--- config.mk ---
export PLATFORM = sky130hd
export DESIGN_NAME = ffba_cell
export DESIGN_NICKNAME = d
export VERILOG_FILES = /design/src/rtl/ffba_pkg.sv /design/src/rtl/ffba_cell.sv
export SDC_FILE = /design/constraint.sdc
export NUM_CORES = 1
export LEC_CHECK = 0
export BUFFER_PORTS_ARGS = -buffer_cell sky130_fd_sc_hd__buf_4
export CORE_ASPECT_RATIO = 0.9
export CORE_MARGIN = 5
export CORE_UTILIZATION = 37
export DETAILED_ROUTE_END_ITERATION = 7
export PLACE_DENSITY_LB_ADDON = 0.05
export SLEW_MARGIN = 25
export SYNTH_ARGS = -nofsm -noshare
export SYNTH_HDL_FRONTEND = slang
export SYNTH_SLANG_ARGS = --single-unit
--- constraint.sdc ---
create_clock -name clock -period 1.17 [get_ports clock]
set_input_delay 0.234 -clock clock [delete_from_list [all_inputs] [get_ports clock]]
set_output_delay 0.234 -clock clock [all_outputs]
set_load 0.05 [all_outputs]
--- src/rtl/ffba_pkg.sv ---
// shared types and constants of the first-fit block allocator
package ffba_pkg;

   localparam int unsigned ADDR_W     = 31;
   localparam int unsigned WORD_W     = 32;
   localparam int unsigned SIZE_ALIGN = 8;
   localparam int unsigned CSR_IDX_W  = 1;

   localparam logic [ADDR_W-1:0] BASE_RESET  = 31'd2048;
   localparam logic [ADDR_W-1:0] LIMIT_RESET = 31'd1610612736;

   localparam logic ACT_ALLOC   = 1'b0;
   localparam logic ACT_RELEASE = 1'b1;

   localparam logic [1:0] STAT_OK        = 2'd0;
   localparam logic [1:0] STAT_FULL      = 2'd1;
   localparam logic [1:0] STAT_LIMIT     = 2'd2;
   localparam logic [1:0] STAT_NOT_FOUND = 2'd3;

   localparam logic [CSR_IDX_W-1:0] CSR_BASE  = 1'd0;
   localparam logic [CSR_IDX_W-1:0] CSR_LIMIT = 1'd1;

   typedef struct packed {
      logic [WORD_W-1:0] start;
      logic [WORD_W-1:0] length;
   } entry_type;

   typedef struct packed {
      logic              action;
      logic [ADDR_W-1:0] request_size;
      logic [ADDR_W-1:0] release_address;
   } req_type;

   typedef struct packed {
      logic [1:0]        status;
      logic [ADDR_W-1:0] address;
   } rsp_type;

endpackage

--- src/rtl/ffba_cell.sv ---
// one table cell: holds a block entry and takes its neighbor's entry on each shift
module ffba_cell (
   input  logic                clock,
   input  logic                shift_en,
   input  ffba_pkg::entry_type entry_nxt,
   output ffba_pkg::entry_type entry
);

   ffba_pkg::entry_type entry_ff;
   ffba_pkg::entry_type entry_in;

   always_comb begin
      entry_in = shift_en ? entry_nxt : entry_ff;
   end

   always_ff @(posedge clock) begin
      entry_ff <= entry_in;
   end

   assign entry = entry_ff;

endmodule

# [After elaboration in Yosys (flattened, before gate mapping)]
# Index checks and enable logic that the tools add are counted.
[totals] register_bits=64 input_bits=66 output_inout_bits=64

# [Depth between registers and ports, before layout]
[logic_depth] depth_word=0 mapped_depth=0

# [Least setup slack after synthesis]
# No wires, ideal clock.
[synth_path] kind="reg2out" start="register entry_ff, in the netlist entry[0]" end="output port entry[0] (netlist bit)" t_arrival_ns=0.601 required_ns=0.936 slack_ns=0.335 path_stages_with_launch=1 cell_sequence="edfxtp_1"
[synth_lines] item="from (decl)" line="ffba_cell.sv:9" rtl="ffba_pkg::entry_type entry_ff;"
[synth_lines] item="from (signal assigned)" line="ffba_cell.sv:17" rtl="entry_ff <= entry_in;"
[synth_lines] item="to (decl)" line="ffba_cell.sv:6" rtl="output ffba_pkg::entry_type entry"
# No word-level cell between the ends.

# [Worst setup path after layout]
[layout_path] start="register entry_ff, in the netlist entry[46]" end="output port entry[46] (netlist bit)"
# No word-level cell between the ends.

==> run_results.csv <==
group,metric,value,unit
clock_tree,hold_buffers,0,
sta,report.final.slew_viol_count,0,
yosys,synth.avg_cell_area,30.0,um^2
cells_and_area,num-multi-input-gates,0,
global_route,vias_in_the_first_global_route,1219,
min_path,worstHoldEndpoint,"entry[23]",
cells_and_area,multiInputGateArea,0,um^2
clock_tree,cts_max_level,3,
clock_tree,cts-root-buf,"clkbuf_8",
setup_path,worstPathCellList,"buf_4",
cells_and_area,share_of_final_layout_standard_cells_stronger_than_drive_strength_1,66.7,%
yosys,synth_top_flop_cell,"edfxtp_1",
cells_and_area,synthToLayoutAreaGrowth,65.5,%
routing,dr_total_vias,1149,
yosys,synth_area_leaders,"edfxtp_1 (100%)",
place,port_buffers,129,
routing,antenna_left,0,
yosys,synth.most_common_cell,"edfxtp_1",
sta,finalHoldViolCount,0,
yosys,synthesis.nets,130,
place,post_dp_cell_area,3010,um^2
routing,detail_route.drc_violations,0,
power_and_ir_drop,share_seq_of_total_power,52.1,%
sta,final.hold.worst_slack,0.0988,ns
yosys,postSynthRegisterBits,64,
cells_and_area,design_area,3180,um^2
flow_run,maxCapViolCount,0,
sta,max_freq,0.888,GHz
place,placed_cells_incl_taps,260,
clock_tree,numCtsBuffers,9,
yosys,synth_common_cells,"edfxtp_1 (64)",
routing,routed_wire_length_per_instance,15.1,um
clock_tree,tritoncts,"yes",
clock_tree,post_cts_gate_resize_count,0,
die,design.core.area,4950,um^2
setup_path,critical_path.max_fanout,1,
clock_tree,setup_fix_bufs_post_cts,0,
sta,setup_viol_count_final,0,
power_and_ir_drop,p_clk_share,26.6,%
power_and_ir_drop,switching_share,27.8,%
yosys,synthDistinctLibCells,1,
clock_tree,clock_sink_count,64,
min_path,timing.hold.worst.start,"entry_nxt[23]",
die,initial_utilization,38.8,%
min_path,worstHoldPathType,"in -> reg",
place,finalWeightedCongestion,0.742,
yosys,synth.yosys.warnings,0,
clock_tree,cts.clk_slew.worst_paths,0.06,ns
yosys,post_synth_instance_area,1920,um^2
routing,drtPass1Iterations,3,
setup_path,cp_slowest_stage_delay,0.38,ns
routing,detail_route.iter0.violations,33,
die,die_w,86.0,um
yosys,ys_async_sr_fraction,0,%
min_path,min_path_cells,1,
clock_tree,max-clock-path-buffers,2,
global_route,globalRouteOverflowTotal,0,
setup_path,critPathSlowestCell,"edfxtp_1",
power_and_ir_drop,power.combinational.fraction,21.3,%
sta,slew_headroom,86.5,%
setup_path,timing.critical_path.buf_inv,1,
die,y_dimension_of_the_die,78.4,um
cells_and_area,post_layout_nonfiller_instances,275,
setup_path,timing.critical_path.to_type,"output pin",
cells_and_area,num_antenna_cells,0,
cells_and_area,num-nets-final,272,
routing,route.detailed.vias_per_inst,4.18,
setup_path,worst_path_dominant_cell_family,"flip-flops",
sta,worstMarginPinSlew,0.202,ns
setup_path,cp_data_required_time,0.94,ns
cells_and_area,largest_register_ff_count,64,
yosys,synth.yosys.seq_area_share,100,%
routing,postRouteWirelength,4150,um
setup_path,worstPathArrival,0.89,ns
sta,unrepaired_setup_endpoints_after_global_routing,"true",
power_and_ir_drop,static-leakage-power,0.00135,uW
setup_path,critPathKind,"reg -> out",
global_route,grt_pass1_wl,6020,um
power_and_ir_drop,vdd.ir_drop.worst,0.988,mV
yosys,post_synth_inst_count,64,
yosys,synth_enable_flop_cells,64,
sta,final_worst_path_period_share,96.2,%
global_route,grt_antenna_before_repair,0,
die,io-pin-count,130,
power_and_ir_drop,netSwitchingPower,1480,uW
power_and_ir_drop,cell_internal_pwr,3850,uW
setup_path,cp-start-kind,"flip-flop",
die,fp-row-count,24,
yosys,synth_largest_type_area_fraction,100,%
power_and_ir_drop,power-per-cell-area,1670,nW/um^2
sta,final.min_clock_period,1.13,ns
die,die-area,6740,um^2
global_route,grtUsageTotal,12.4,%
yosys,synth_largest_area_cell,"edfxtp_1",
global_route,pin_count_of_the_biggest_net_entering_global_routing,40,
outcome,outcome,"complete, no violations",
## stage by stage
stage / TNS, ns / setup slack, ns / total power [uW] / util (%)
finish: 0 / 0.0441 / 5330 / 64.2
global route: -0.00367 / -0.00367 / 5560 / 64.2
CTS: 0 / 0.0116 / 5390 / 63.7
detailed placement: 0 / 0.269 / 3960 / 60.8
global placement: 0 / 0.283 / 3950 / 60.8
floorplan: 0 / 0.335 / 3460 / -
## cells in the final DEF, fill, tap and decap left out
cell | Yosys | routed
clkinv_1 | 0 | 2
buf_12 | 0 | 2
buf_4 | 0 | 123
buf_6 | 0 | 6
clkbuf_8 | 0 | 9
clkbuf_1 | 0 | 4
edfxtp_1 | 64 | 64
## power groups by stage
stage               clock network [uW]  logic, uW  registers, uW
global placement                     0       1130           2820
CTS                               1480       1140           2780
floorplan                            0          0           3460
detailed placement                   0       1140           2820
finish                            1420       1130           2780
global route                      1590       1170           2790
## worst max-delay path by stage
stage	startpoint	to	slack (ns)	cells past startpoint
global placement	shift_en	entry[19]	0.28	2
detailed placement	shift_en	entry[20]	0.27	2
finish	entry[46]	entry[46]	0.04	1
CTS	entry[46]	entry[46]	0.01	1
floorplan	entry[0]	entry[0]	0.34	0
global route	entry[50]	entry[50]	-0.004	1
## final cells by class
class,instances,area (um^2)
well taps,65,81.3
clock inverters,2,7.51
repair buffers,131,1030
fillers,384,1770
flip-flops and latches,64,1920
clock buffers,13,139
## routing by layer
layer  GRT usage (%)  wire, um
met1            11.8      1290
met4            6.65        31
met3            7.12       584
met2            20.9      2250
met5               0         0
## cells by family after synthesis
group / share of synthesized area [%]
flip-flops: 100
Note: power is estimated with default switching activity, not from simulation.
